File: src/rtl/iclp_pkg.sv
`timescale 1ns / 1ps
// Shared types and constants for the init command list interpreter.
// No dependencies; imported by every module of the block.
package iclp_pkg;

	localparam logic [7:0]  LONG_CODE        = 8'd255;
	localparam logic [15:0] LONG_DELAY_RESET = 16'd500;

	// result kinds as seen on the output port
	typedef enum logic [1:0] {
		KIND_CMD   = 2'd0,
		KIND_DATA  = 2'd1,
		KIND_DELAY = 2'd2,
		KIND_END   = 2'd3
	} kind_t;

	// parser phases, one-hot
	typedef enum logic [4:0] {
		PH_COUNT = 5'b00001,
		PH_CMD   = 5'b00010,
		PH_ARGC  = 5'b00100,
		PH_ARG   = 5'b01000,
		PH_DELAY = 5'b10000
	} phase_t;

	// classified item passed from the parser to the output side
	typedef struct packed {
		kind_t      kind;
		logic [7:0] data;
		logic       long_dly;
		logic       list_end;
	} entry_t;

endpackage

File: src/rtl/iclp_front.sv
`timescale 1ns / 1ps
// Parser: accepts list bytes, tracks command/argument phase, classifies each item.
// Depends on iclp_pkg; pushes classified entries into iclp_fifo.
module iclp_front
	import iclp_pkg::*;
(
	input  logic   clk,
	input  logic   arst_n,
	input  logic   in_valid,
	output logic   in_ready,
	input  logic [7:0] list_byte,
	input  logic   q_full,
	output logic   push,
	output entry_t push_entry
);

	phase_t     phase_q, phase_d;
	logic [7:0] cmds_left_q, cmds_left_d;
	logic [6:0] args_left_q, args_left_d;
	logic       dly_wanted_q, dly_wanted_d;
	logic [6:0] args_dec;
	logic       gen;
	logic       accept;

	assign in_ready = !q_full;
	assign accept   = in_valid && in_ready;
	assign push     = accept && gen;
	assign args_dec = args_left_q - 7'd1;

	always_comb begin
		phase_d      = phase_q;
		cmds_left_d  = cmds_left_q;
		args_left_d  = args_left_q;
		dly_wanted_d = dly_wanted_q;
		gen          = 1'b0;
		push_entry   = '{kind: KIND_END, data: list_byte, long_dly: 1'b0, list_end: 1'b0};
		case (phase_q)
			PH_CMD: begin
				cmds_left_d     = cmds_left_q - 8'd1;
				phase_d         = PH_ARGC;
				gen             = 1'b1;
				push_entry.kind = KIND_CMD;
			end
			PH_ARGC: begin
				dly_wanted_d = list_byte[7];
				args_left_d  = list_byte[6:0];
				if (list_byte[6:0] != 7'd0) begin
					phase_d = PH_ARG;
				end else if (list_byte[7]) begin
					phase_d = PH_DELAY;
				end else if (cmds_left_q == 8'd0) begin
					// last command had nothing after it: mark the end here
					phase_d             = PH_COUNT;
					gen                 = 1'b1;
					push_entry.kind     = KIND_END;
					push_entry.list_end = 1'b1;
				end else begin
					phase_d = PH_CMD;
				end
			end
			PH_ARG: begin
				args_left_d     = args_dec;
				gen             = 1'b1;
				push_entry.kind = KIND_DATA;
				if (args_dec == 7'd0) begin
					if (dly_wanted_q) begin
						phase_d = PH_DELAY;
					end else if (cmds_left_q == 8'd0) begin
						phase_d             = PH_COUNT;
						push_entry.list_end = 1'b1;
					end else begin
						phase_d = PH_CMD;
					end
				end
			end
			PH_DELAY: begin
				dly_wanted_d        = 1'b0;
				gen                 = 1'b1;
				push_entry.kind     = KIND_DELAY;
				push_entry.long_dly = (list_byte == LONG_CODE);
				if (cmds_left_q == 8'd0) begin
					phase_d             = PH_COUNT;
					push_entry.list_end = 1'b1;
				end else begin
					phase_d = PH_CMD;
				end
			end
			default: begin
				// count byte (also recovers from any stray code)
				cmds_left_d  = list_byte;
				args_left_d  = 7'd0;
				dly_wanted_d = 1'b0;
				if (list_byte == 8'd0) begin
					phase_d             = PH_COUNT;
					gen                 = 1'b1;
					push_entry.kind     = KIND_END;
					push_entry.list_end = 1'b1;
				end else begin
					phase_d = PH_CMD;
				end
			end
		endcase
	end

	always_ff @(posedge clk or negedge arst_n) begin
		if (!arst_n) begin
			phase_q      <= PH_COUNT;
			cmds_left_q  <= 8'd0;
			args_left_q  <= 7'd0;
			dly_wanted_q <= 1'b0;
		end else if (accept) begin
			phase_q      <= phase_d;
			cmds_left_q  <= cmds_left_d;
			args_left_q  <= args_left_d;
			dly_wanted_q <= dly_wanted_d;
		end
	end

endmodule

File: src/rtl/iclp_fifo.sv
`timescale 1ns / 1ps
// Small register queue between parser and output stage.
// Depends on iclp_pkg for the entry type.
module iclp_fifo
	import iclp_pkg::*;
#(
	parameter int DEPTH = 4
) (
	input  logic   clk,
	input  logic   arst_n,
	input  logic   push,
	input  entry_t push_entry,
	output logic   full,
	input  logic   pop,
	output logic   not_empty,
	output entry_t head
);

	localparam int AW = (DEPTH > 1) ? $clog2(DEPTH) : 1;
	localparam int CW = $clog2(DEPTH + 1);
	localparam logic [AW-1:0] LAST = AW'(DEPTH - 1);
	localparam logic [CW-1:0] FULL_CNT = CW'(DEPTH);

	entry_t          slots_q [DEPTH];
	logic [AW-1:0]   wr_ptr_q, rd_ptr_q;
	logic [CW-1:0]   count_q;

	assign full      = (count_q == FULL_CNT);
	assign not_empty = (count_q != '0);
	assign head      = slots_q[rd_ptr_q];

	always_ff @(posedge clk) begin
		if (push) begin
			slots_q[wr_ptr_q] <= push_entry;
		end
	end

	always_ff @(posedge clk or negedge arst_n) begin
		if (!arst_n) begin
			wr_ptr_q <= '0;
			rd_ptr_q <= '0;
			count_q  <= '0;
		end else begin
			if (push) begin
				wr_ptr_q <= (wr_ptr_q == LAST) ? '0 : wr_ptr_q + AW'(1);
			end
			if (pop) begin
				rd_ptr_q <= (rd_ptr_q == LAST) ? '0 : rd_ptr_q + AW'(1);
			end
			if (push && !pop) begin
				count_q <= count_q + CW'(1);
			end else if (pop && !push) begin
				count_q <= count_q - CW'(1);
			end
		end
	end

endmodule

File: src/rtl/iclp_back.sv
`timescale 1ns / 1ps
// Output stage: holds the long-delay register, expands queued entries into results.
// Depends on iclp_pkg; reads entries from iclp_fifo.
module iclp_back
	import iclp_pkg::*;
(
	input  logic        clk,
	input  logic        arst_n,
	input  logic        cfg_wr_en,
	input  logic [15:0] cfg_wr_data,
	input  logic        q_not_empty,
	input  entry_t      q_head,
	output logic        pop,
	output logic        out_valid,
	input  logic        out_ready,
	output logic [1:0]  kind,
	output logic [7:0]  value,
	output logic [15:0] wait_ms,
	output logic        list_end
);

	logic [15:0] long_delay_q;
	logic        out_valid_q;
	logic [1:0]  kind_q;
	logic [7:0]  value_q;
	logic [15:0] wait_ms_q;
	logic        list_end_q;

	// output register refills whenever it is empty or being taken and the queue is not empty
	assign pop = q_not_empty && (!out_valid_q || out_ready);

	always_ff @(posedge clk or negedge arst_n) begin
		if (!arst_n) begin
			long_delay_q <= LONG_DELAY_RESET;
			out_valid_q  <= 1'b0;
		end else begin
			if (cfg_wr_en) begin
				long_delay_q <= cfg_wr_data;
			end
			if (pop) begin
				out_valid_q <= 1'b1;
			end else if (out_ready) begin
				out_valid_q <= 1'b0;
			end
		end
	end

	always_ff @(posedge clk) begin
		if (pop) begin
			kind_q     <= q_head.kind;
			list_end_q <= q_head.list_end;
			value_q    <= (q_head.kind == KIND_CMD || q_head.kind == KIND_DATA) ?
			              q_head.data : 8'd0;
			if (q_head.kind == KIND_DELAY) begin
				wait_ms_q <= q_head.long_dly ? long_delay_q : {8'd0, q_head.data};
			end else begin
				wait_ms_q <= 16'd0;
			end
		end
	end

	assign out_valid = out_valid_q;
	assign kind      = kind_q;
	assign value     = value_q;
	assign wait_ms   = wait_ms_q;
	assign list_end  = list_end_q;

endmodule

File: src/rtl/init_command_list_interpreter.sv
`timescale 1ns / 1ps
// Init command list interpreter: one list byte accepted per cycle when the queue has room.
// Each result is registered in the queue, then in the output register, before it is offered.
// Throughput: one byte per cycle sustained; a stalled output backs up through the queue.
// Reset (arst_n low): parser expects a count byte, queue and output empty, long delay 500 ms.
// Depends on iclp_pkg, iclp_front, iclp_fifo, iclp_back.
module init_command_list_interpreter
	import iclp_pkg::*;
#(
	parameter int FIFO_DEPTH = 4
) (
	input  logic        clk,
	input  logic        arst_n,
	input  logic        cfg_wr_en,
	input  logic [15:0] cfg_wr_data,
	input  logic        in_valid,
	output logic        in_ready,
	input  logic [7:0]  list_byte,
	output logic        out_valid,
	input  logic        out_ready,
	output logic [1:0]  kind,
	output logic [7:0]  value,
	output logic [15:0] wait_ms,
	output logic        list_end
);

	logic   push, q_full, pop, q_not_empty;
	entry_t push_entry, q_head;

	iclp_front u_front (
		.clk        (clk),
		.arst_n     (arst_n),
		.in_valid   (in_valid),
		.in_ready   (in_ready),
		.list_byte  (list_byte),
		.q_full     (q_full),
		.push       (push),
		.push_entry (push_entry)
	);

	iclp_fifo #(
		.DEPTH (FIFO_DEPTH)
	) u_fifo (
		.clk        (clk),
		.arst_n     (arst_n),
		.push       (push),
		.push_entry (push_entry),
		.full       (q_full),
		.pop        (pop),
		.not_empty  (q_not_empty),
		.head       (q_head)
	);

	iclp_back u_back (
		.clk         (clk),
		.arst_n      (arst_n),
		.cfg_wr_en   (cfg_wr_en),
		.cfg_wr_data (cfg_wr_data),
		.q_not_empty (q_not_empty),
		.q_head      (q_head),
		.pop         (pop),
		.out_valid   (out_valid),
		.out_ready   (out_ready),
		.kind        (kind),
		.value       (value),
		.wait_ms     (wait_ms),
		.list_end    (list_end)
	);

endmodule
File: config.mk
export PLATFORM = sky130hd
export DESIGN_NAME = init_command_list_interpreter
export DESIGN_NICKNAME = d
export VERILOG_FILES = /design/src/rtl/iclp_pkg.sv /design/src/rtl/iclp_front.sv /design/src/rtl/iclp_fifo.sv /design/src/rtl/iclp_back.sv /design/src/rtl/init_command_list_interpreter.sv
export SDC_FILE = /design/constraint.sdc
export NUM_CORES = 1
export LEC_CHECK = 0
export ABC_CLOCK_PERIOD_IN_PS = 4550
export BUFFER_PORTS_ARGS = -buffer_cell sky130_fd_sc_hd__buf_2
export CORE_ASPECT_RATIO = 0.8
export CORE_MARGIN = 10
export CORE_UTILIZATION = 60
export CTS_BUF_LIST = sky130_fd_sc_hd__clkbuf_8
export CTS_CLUSTER_SIZE = 24
export DETAILED_ROUTE_END_ITERATION = 8
export MAX_ROUTING_LAYER = met4
export PLACE_DENSITY = 0.81
export SYNTH_ARGS = -nofsm -noshare
export SYNTH_HDL_FRONTEND = slang
export SYNTH_HIERARCHICAL = 1
export SYNTH_SLANG_ARGS = --single-unit
File: constraint.sdc
create_clock -name clk -period 4.55 [get_ports clk]
set_input_delay 1.365 -clock clk [delete_from_list [all_inputs] [get_ports clk]]
set_output_delay 1.365 -clock clk [all_outputs]
set_load 0.01 [all_outputs]
==> results of run 1 <==
metal layers:
metal,GRT usage (%),up-vias
met3,5.16,9
met4,6.01,0
met1,21.3,1666
met5,-,-
met2,27.4,122
li1,-,1539
logic make-up (layout without fill, tap and decap cells):
logic type / count (synthesis) / count (layout) / synth area share [%]
adders and majority gates: 11 / 11 / 2.65
and+or+nand+nor: 103 / 103 / 9.92
DFF: 120 / 120 / 61.8
buffers and inverters: 38 / 103 / 4.66
xor gates and xnor gates: 8 / 8 / 1.28
muxes: 41 / 41 / 11.7
AOI/OAI and AO/OA: 64 / 64 / 7.97
power by group through the flow:
| stage | Sequential [µW] | Combinational (µW) | Clock, µW |
|---|---|---|---|
| 6_report | 1770 | 1380 | 968 |
| 2_1_floorplan | 1750 | 1040 | 0 |
| 5_1_grt | 1810 | 1530 | 1030 |
| 3_3_place_gp | 1770 | 1320 | 0 |
| 3_5_place_dp | 1780 | 1370 | 0 |
| 4_1_cts | 1770 | 1380 | 983 |
metrics by stage:
stage	hold WS, ns	std cells
after floorplan	0.449	385
after global placement	0.473	533
after detailed placement	0.480	533
after CTS	0.499	565
after global routing	0.536	565
final	0.495	565
critical path: stages:
cell     delay, ns
buf_2         0.16
nor4_1        0.44
nand2_1       0.15
a21oi_1       0.17
a21oi_1       0.08
nor2_1        0.37
ha_1          0.26
inv_1         0.06
fa_1          0.37
xor2_1        0.15
nor2_1        0.12
xor2_1        0.17
cell usage after synthesis, types with 10 or more instances:
master     n
edfxtp_1  75
mux2_2    11
ha_1      10
nand2_1   13
a21oi_1   11
buf_4     11
dfrtp_1   38
mux2_4    10
and3_1    10
inv_1     13
nor2_1    26
o21ai_0   18
registers in the layout, summed over array words and instances, names as in the netlist, 3 cells and up:
register,count
u_fifo/count_q,3
u_front/cmds_left_q,8
u_front/phase_q,5
u_back/value,8
u_back/long_delay_q,16
u_fifo/slots_q,48
u_back/wait_ms,16
u_front/args_left_q,7
path summary, 6_finish.rpt:
path	from	to	slack [ns]
setup / recovery	list_byte[6]	u_fifo/count_q[2]	1.01
hold / removal	u_front/cmds_left_q[3]	u_front/cmds_left_q[3]	0.49
setup reg to reg	u_front/cmds_left_q[4]	u_fifo/count_q[2]	1.53
hold reg to reg	u_front/cmds_left_q[3]	u_front/cmds_left_q[3]	0.49
max in group asynchronous	arst_n	u_front/cmds_left_q[7]	2.77
min in group asynchronous	arst_n	u_back/long_delay_q[10]	1.13
final cells by class:
type / instances / area [µm²]
Clock buffer: 18 / 248
Timing Repair Buffer: 58 / 293
Fill cell: 622 / 2850
Clock inverter: 14 / 156
Sequential cell: 120 / 3390
Tap cell: 115 / 144
Multi-Input combinational cell: 227 / 1830
Inverter: 13 / 48.8
==> metrics.md, run 1 <==
| Metric | Value |
|---|---|
| Status | `finished, final reports clean` |
| Vias per inst | `just under 6` |
| Die ar. | `roughly 13,000 µm²` |
| Yosys cell types | `56` |
| Switching Share | `35.0%` |
| Skew final | `0.00801 ns` |
| Hold path depth | `1` |
| CTS clk-pin slew, worst paths | `0.07 ns` |
| Wl on met1 | `slightly below 5 mm` |
| Cts bufs inserted | `17` |
| Overall Power | `4110 µW` |
| HPWL after DPL | `7.52 mm` |
| Endpoint type of the worst setup path | `register` |
| Grt total ovfl | `0` |
| I/O pin cnt | `58` |
| Most common cell after layout, fill and taps aside | `edfxtp_1` |
| Psw | `1440 µW` |
| Flop pwr share | `43.0%` |
| Post-Route WL | `11.2 mm` |
| Setup violations, final | `0` |
| Vias in the first global route | `between 3,000 and 4,000` |
| Tcrit/Tclk final | `around 78%` |
| Horiz. Die Dim | `about 130 µm` |
| Via count | `3,336` |
| Clk pwr share | `23.5%` |
| CP Max Fanout | `9` |
| Cell taking the most area after synthesis | `edfxtp_1` |
| Slew Viols, Final | `0` |
| Num rows | `31` |
| Post-route cell area | `6110 µm²` |
| Layout cells sized above 1 | `between 20% and 30%` |
| Final WS setup | `between 1 and 1.5 ns` |
| Sequential-to-total area share from yosys stat | `around three fifths` |
| RSZ-0062 raised after global routing | `false` |
| Fin. Hold Viols | `0` |
| Least-Margin Pin Slew | `roughly 1.1 ns` |
| Reg2Reg Depth | `11` |
| Core ar. | `8960 µm²` |
| Met2 WL | `approximately 5.6 mm` |
| Initial Utilization | `61.1%` |
| Post-synth top area share | `about two fifths` |
| Post-synth EDFFs | `75` |
| Routability cong. | `between 0.8 and 0.9` |
| Min Clock Period, post-route | `3.54 ns` |
| Highest clock rate | `283 MHz` |
| Post_cts resized | `0` |
| N_diodes | `0` |
| Core Util, Final | `68.2%` |
| Peak supply drop | `roughly 360 µV` |
| First-pass GRT wire length | `17.9 mm` |
| Post-place setup slack | `0.622 ns` |
| Clk root buf | `clkbuf_8` |
| Placed inst area | `5710 µm²` |
| Tightest Hold Check Type | `register to register` |
| Gate power share | `33.5%` |
| P_int | `roughly 2700 µW` |
| Post-Syn Instances | `a little under 400` |
| Nets | `477` |
| Syn_nets | `425` |
| GRT Util Overall | `between 10% and 20%` |
| Max_slew headroom | `29.7%` |
| DRT Pass-1 Iters | `4` |
| Mean Syn Cell Area | `approximately 14 µm²` |
| Largest net degree at the start of global routing | `46` |
| IO buf count | `57` |
| CTS tree | `built` |
| Routed Antenna Nets | `0` |
| Hold_buf cts | `0` |
| CP Data Required Time | `4.89 ns` |
| Area growth from synthesis to final layout | `11.6%` |
| CP arrival | `3.87 ns` |
| Max Cap Viol | `0` |
| Top layer in use | `met4` |
| Leak Pwr | `0.00244 µW` |
| H-tree Lvls | `4` |
| Wire per inst | `19.8 µm` |
| Chip height | `105 µm` |
| Metal3 WL | `673 µm` |
| Clock buffer depth | `2` |
| Post-Syn Area | `about 5500 µm²` |
| Initial detailed-routing violation count | `311` |
| Nature of the critical path startpoint | `input pin` |
| Later-pin clock latency in the skew report | `0.42 ns` |
| # Post-CTS Setup Buffers | `0` |
| Commonest cells after routing, fill and taps aside | `edfxtp_1 (75), buf_2 (57), dfrtp_1 (38)` |
| Antenna violations before repair | `0` |
| Setup Crit Path Kind | `input pin to register` |
| FF+latch count, synth | `120` |
| Final TNS setup | `0 ns` |
| Synth Warn # | `6` |
| Synth top area cells | `edfxtp_1 (41%), dfrtp_1 (17%), dfstp_2 (3.4%)` |
| Pwr dens | `roughly 670 nW/µm²` |
| # DRC | `0` |
| Sink Count | `120` |
| Ys async rst share | `37.5%` |
| Synth Flop Type | `edfxtp_1` |
Note: power is estimated with default switching activity, not from simulation.
==> run 2: changes to the inputs <==
- ABC_CLOCK_PERIOD_IN_PS: 4550 -> 2850
- CORE_UTILIZATION: 60 -> 55
- PLACE_DENSITY: 0.81 -> 0.78
- clock period: 4.55 -> 2.85 ns (I/O delays scaled with it)
==> metrics.md, run 2 (synthesis gave the netlist of run 1 again) <==
| Metric | Value |
|---|---|
| Initial Utilization | `56.5%` |
| Leak Pwr | `0.00258 µW` |
| Pwr dens | `about 1100 nW/µm²` |
| Later-pin clock latency in the skew report | `approximately 0.43 ns` |
| Clock buffer depth | `2` |
| I/O pin cnt | `between 50 and 60` |
| Endpoint type of the worst setup path | `register` |
| CP arrival | `2.92 ns` |
| Antenna violations before repair | `0` |
| Vias in the first global route | `3,581` |
| Clk pwr share | `24.5%` |
| IO buf count | `57` |
| Area growth from synthesis to final layout | `16.5%` |
| Sink Count | `120` |
| Num rows | `32` |
| Overall Power | `6740 µW` |
| DRT Pass-1 Iters | `5` |
| Nets | `499` |
| Biggest register | `u_fifo/slots_q` |
| Clk root buf | `clkbuf_8` |
| Most common cell after layout, fill and taps aside | `edfxtp_1` |
| CP top delay family | `simple AND/OR/NAND/NOR gates` |
| Commonest cells after routing, fill and taps aside | `edfxtp_1 (75), buf_2 (57), dfrtp_1 (38)` |
| Initial detailed-routing violation count | `277` |
| Peak supply drop | `464 µV` |
| H-tree Lvls | `4` |
| Worst path max stage delay | `0.37 ns` |
| Hold_buf cts | `0` |
| Layout cells sized above 1 | `32.8%` |
| Crit-path slowest cell | `fa_1` |
| # Post-CTS Setup Buffers | `0` |
| Crit path buffers/inverters | `3` |
| Routability cong. | `0.964` |
| Largest register FFs | `48` |
| Tcrit/Tclk final | `about nine tenths` |
| Skew final | `0.0101 ns` |
| Slew Viols, Final | `0` |
| Switching Share | `34.1%` |
| Post-Route WL | `~11 mm` |
| N_diodes | `0` |
| RSZ-0062 raised after global routing | `false` |
| Max_slew headroom | `between 50% and 60%` |
| Worst R2R Setup Slack | `0.30 ns` |
| Tightest Hold Check Type | `register to register` |
| Fin. Hold Viols | `0` |
| Nature of the critical path startpoint | `input pin` |
| Min Clock Period, post-route | `2.56 ns` |
| Post-Place Cells | `576` |
| Hold path start | `u_fifo/count_q[2]` |
| Grt total ovfl | `0` |
| Chip height | `109 µm` |
| Vias per inst | `5.65` |
| Psw | `2300 µW` |
| Gate power share | `34.6%` |
| Core Util, Final | `about 66%` |
| HPWL after DPL | `7.78 mm` |
| Max Cap Viol | `0` |
| Critical Path Source | `list_byte[6]` |
| Die ar. | `14,400 µm²` |
| Setup violations, final | `0` |
| CP Data Required Time | `3.21 ns` |
| Routed Antenna Nets | `0` |
| # DRC | `0` |
| R2r startpoint | `u_front/phase_q[3]` |
| Cell Chain, Critical Path | `buf_2, nor4_1, buf_4, nand2_1, a21oi_1, a21oi_1, nor2_1, ha_1, inv_1, fa_1, xor2_1, nor2_1, xor2_1` |
| Via count | `3,438` |
| GRT Util Overall | `between 15 and 20%` |
| Largest net degree at the start of global routing | `46` |
| CP Max Fanout | `3` |
| CTS tree | `built` |
| Flop pwr share | `41.0%` |
| Setup Crit Path Kind | `input pin to register` |
| Cts bufs inserted | `17` |
| Core ar. | `9690 µm²` |
| Highest clock rate | `around 390 MHz` |
| First-pass GRT wire length | `18.1 mm` |
| Least-Margin Pin Slew | `between 0.7 and 0.8 ns` |
| P_int | `between 4000 and 5000 µW` |
| CTS clk-pin slew, worst paths | `0.07 ns` |
| Wire per inst | `about 18 µm` |
| Post_cts resized | `0` |
| Final cell count without fillers | `roughly 610` |
| Horiz. Die Dim | `132 µm` |
| Status | `finished, final reports clean` |
run 2: routing by layer:
| metal | wire length (µm) | GRT usage, % | vias up |
|---|---|---|---|
| met1 | 4920 | 19.8 | 1716 |
| met5 | 0 | - | - |
| li1 | - | - | 1584 |
| met2 | 5440 | 26.3 | 121 |
| met3 | 630 | 4.64 | 17 |
| met4 | 127 | 6.18 | 0 |
run 2: worst reg2reg max path: stages (launching register included):
cell     delay (ns)
dfrtp_1        0.46
xnor2_1        0.15
or3_1          0.32
a21oi_2        0.23
a21oi_1        0.12
nor2_1         0.17
ha_1           0.19
inv_1          0.06
fa_1           0.37
xor2_1         0.15
nor2_1         0.10
xor2_1         0.14
run 2: path summary, 6_finish.rpt:
kind	endpoint	depth (start not counted)
worst min register to register	u_fifo/count_q[2]	1
worst max register to register	u_fifo/count_q[2]	11
worst min-delay path	u_fifo/count_q[2]	1
max in group asynchronous	u_front/dly_wanted_q	2
worst max-delay path	u_fifo/count_q[2]	13
min in group asynchronous	u_back/long_delay_q[11]	2
run 2: power groups by stage:
stage / registers, µW / logic [µW] / clock network (µW)
3_5_place_dp: 2790 / 2330 / 0
3_3_place_gp: 2760 / 2230 / 0
2_1_floorplan: 2780 / 1660 / 0
6_report: 2760 / 2330 / 1650
5_1_grt: 2820 / 2590 / 1760
4_1_cts: 2760 / 2340 / 1680
run 2: area by class of cell:
cell class,count,area (µm²)
multi-input combinational,227,1840
timing repair buffer,80,508
clock buffer,17,234
sequential,120,3390
fill,699,3310
tap,136,170
inverter,13,48.8
clock inverter,15,199
run 2: per-stage QoR:
step / setup slack (ns) / hold WS [ns] / setup TNS, ns / area [µm²]
floorplan: 0.0233 / 0.449 / 0 / 5480
global placement: -0.0594 / 0.471 / -0.0749 / 5950
detailed placement: -0.164 / 0.477 / -0.302 / 5950
CTS: 0.295 / 0.487 / 0 / 6380
global route: 0.0966 / 0.492 / 0 / 6380
finish: 0.285 / 0.484 / 0 / 6380
==> run 3: changes to the inputs <==
- REMOVE_ABC_BUFFERS: default -> 1
- SLEW_MARGIN: default -> 20
==> metrics.md, run 3 (synthesis gave the netlist of run 1 again) <==
| Metric | Value |
|---|---|
| Status | `finished, final reports clean` |
| Core ar. | `9690 µm²` |
| Via count | `3,466` |
| CTS tree | `built` |
| Clk root buf | `clkbuf_8` |
| Highest clock rate | `393 MHz` |
| Vias in the first global route | `3,533` |
| Routed Antenna Nets | `0` |
| Chip height | `109 µm` |
| Slew Viols, Final | `0` |
| Most common cell after layout, fill and taps aside | `edfxtp_1` |
| Endpoint type of the worst setup path | `register` |
| Vias per inst | `5.71` |
| CTS clk-pin slew, worst paths | `about 0.080 ns` |
| CP top delay family | `simple AND/OR/NAND/NOR gates` |
| Switching Share | `33.6%` |
| Area growth from synthesis to final layout | `16.7%` |
| Post-Place Cells | `around 580` |
| Max_slew headroom | `50.3%` |
| Worst hold slack | `0.466 ns` |
| Setup violations, final | `0` |
| Skew final | `around 0.015 ns` |
| First-pass GRT wire length | `18.3 mm` |
| Initial Utilization | `56.5%` |
| Post-Route WL | `11.4 mm` |
| # DRC | `0` |
| Min Clock Period, post-route | `2.55 ns` |
| Gate power share | `34.2%` |
| Nature of the critical path startpoint | `register` |
| N_diodes | `0` |
| Antenna violations before repair | `0` |
| Fin. Hold Viols | `0` |
| Num rows | `32` |
| Initial detailed-routing violation count | `321` |
| Core Util, Final | `65.9%` |
| Setup Crit Path Kind | `register to register` |
| Clock buffer depth | `2` |
| Cell Chain, Critical Path | `xnor2_1, or3_1, a21oi_2, a21oi_1, nor2_1, ha_1, inv_1, fa_1, xor2_1, nor2_1, xor2_1` |
| Least-Margin Pin Slew | `0.745 ns` |
| Nets | `498` |
| H-tree Lvls | `4` |
| Grt total ovfl | `0` |
| Clk pwr share | `25.0%` |
| CP Data Required Time | `3.20 ns` |
| Peak supply drop | `711 µV` |
| RSZ-0062 raised after global routing | `false` |
| Layout cells sized above 1 | `between 30% and 40%` |
| Commonest cells after routing, fill and taps aside | `edfxtp_1 (75), buf_2 (57), dfrtp_1 (38)` |
| IO buf count | `57` |
| Post-place setup slack | `-0.121 ns` |
| Max Cap Viol | `0` |
| CP Max Fanout | `8` |
| P_int | `4510 µW` |
| Levels on crit path | `11` |
| Worst path max stage delay | `about 0.47 ns` |
| Biggest register | `u_fifo/slots_q` |
| Hold_buf cts | `0` |
| Routability cong. | `0.930` |
| Psw | `~2300 µW` |
| Reg2Reg Depth | `11` |
| Worst setup endpoint | `u_fifo/count_q[2]` |
| Leak Pwr | `between 0.002 and 0.003 µW` |
| Tcrit/Tclk final | `89.3%` |
| R2r startpoint | `u_front/phase_q[3]` |
| Worst R2R Setup Slack | `roughly 0.3 ns` |
| I/O pin cnt | `58` |
| Cts bufs inserted | `17` |
| Largest net degree at the start of global routing | `30` |
| HPWL after DPL | `~8 mm` |
| CP arrival | `2.90 ns` |
| Fill cell count | `~700` |
| Tightest Hold Check Type | `input pin to asynchronous set/reset pin` |
| Horiz. Die Dim | `132 µm` |
| Sink Count | `between 100 and 150` |
| Crit path buffers/inverters | `1` |
| Final TNS setup | `0 ns` |
| DRT Pass-1 Iters | `5` |
| Die ar. | `14,400 µm²` |
| Flop pwr share | `40.8%` |
| Wire per inst | `18.7 µm` |
| GRT Util Overall | `between 10% and 20%` |
| Final cell count without fillers | `607` |
| Pwr dens | `1060 nW/µm²` |
| Final WS setup | `0.305 ns` |
| Largest register FFs | `48` |
| Crit-path slowest cell | `dfrtp_1` |
| Critical Path Source | `u_front/phase_q[3]` |
| R2R Path End | `u_fifo/count_q[2]` |
| Later-pin clock latency in the skew report | `~0.43 ns` |
## run 3: per-layer routing
| layer | global-route usage (%) | vias up | wire length (µm) |
|---|---|---|---|
| met5 | - | - | 0 |
| met4 | 5.31 | 0 | 68 |
| met3 | 5.28 | 8 | 756 |
| met2 | 27.4 | 132 | 5750 |
| met1 | 19.8 | 1735 | 4800 |
| li1 | - | 1591 | - |
## run 3: through the flow
stage / area, µm² / power, µW
4_1_cts: 6380 / 6830
3_3_place_gp: 5940 / 4990
2_1_floorplan: 5270 / 4290
5_1_grt: 6390 / 7230
3_5_place_dp: 5940 / 5120
6_report: 6390 / 6790
## run 3: worst min-delay path by stage
| stage | depth (start not counted) | endpoint | slack [ns] | startpoint |
|---|---|---|---|---|
| 5_1_grt | 1 | u_back/long_delay_q[14] | 0.49 | arst_n |
| 3_3_place_gp | 1 | u_fifo/count_q[2] | 0.47 | u_fifo/count_q[2] |
| 6_report | 1 | u_back/long_delay_q[14] | 0.47 | arst_n |
| 4_1_cts | 1 | u_back/long_delay_q[14] | 0.48 | arst_n |
| 3_5_place_dp | 1 | u_fifo/count_q[2] | 0.47 | u_fifo/count_q[2] |
| 2_1_floorplan | 1 | u_fifo/count_q[2] | 0.45 | u_fifo/count_q[2] |
## run 3: repair_timing
item / CTS / global route
setup endpoints to repair: 0 / 1
hold endpoints to repair: 0 / 0
setup buffers: 0 / 0
resized for setup: 0 / 1
## run 3: worst reg2reg max path: cells and delay by family (launching register included)
kind,cells,cell delay [ns]
flops,1,0.47
compound gates,2,0.34
buf+inv,1,0.06
simple gates,3,0.59
xor+xnor,3,0.46
fa+ha+maj,2,0.56
## run 3: final cells by class
cell class | count | area (µm²) | area share [%]
clock buffers | 17 | 234 | 3.66
clock inverters | 15 | 209 | 3.27
inverters | 13 | 48.8 | 0.764
multi-input cells | 227 | 1840 | 28.8
flip-flops and latches | 120 | 3390 | 53.0
well taps | 136 | 170 | 2.66
repair buffers | 79 | 500 | 7.83
## run 3: power groups by stage
stage,combinational [µW],sequential (µW),clock [µW]
2_1_floorplan,1440,2850,0
3_3_place_gp,2220,2780,0
3_5_place_dp,2320,2790,0
4_1_cts,2330,2770,1730
5_1_grt,2570,2840,1820
6_report,2320,2770,1700
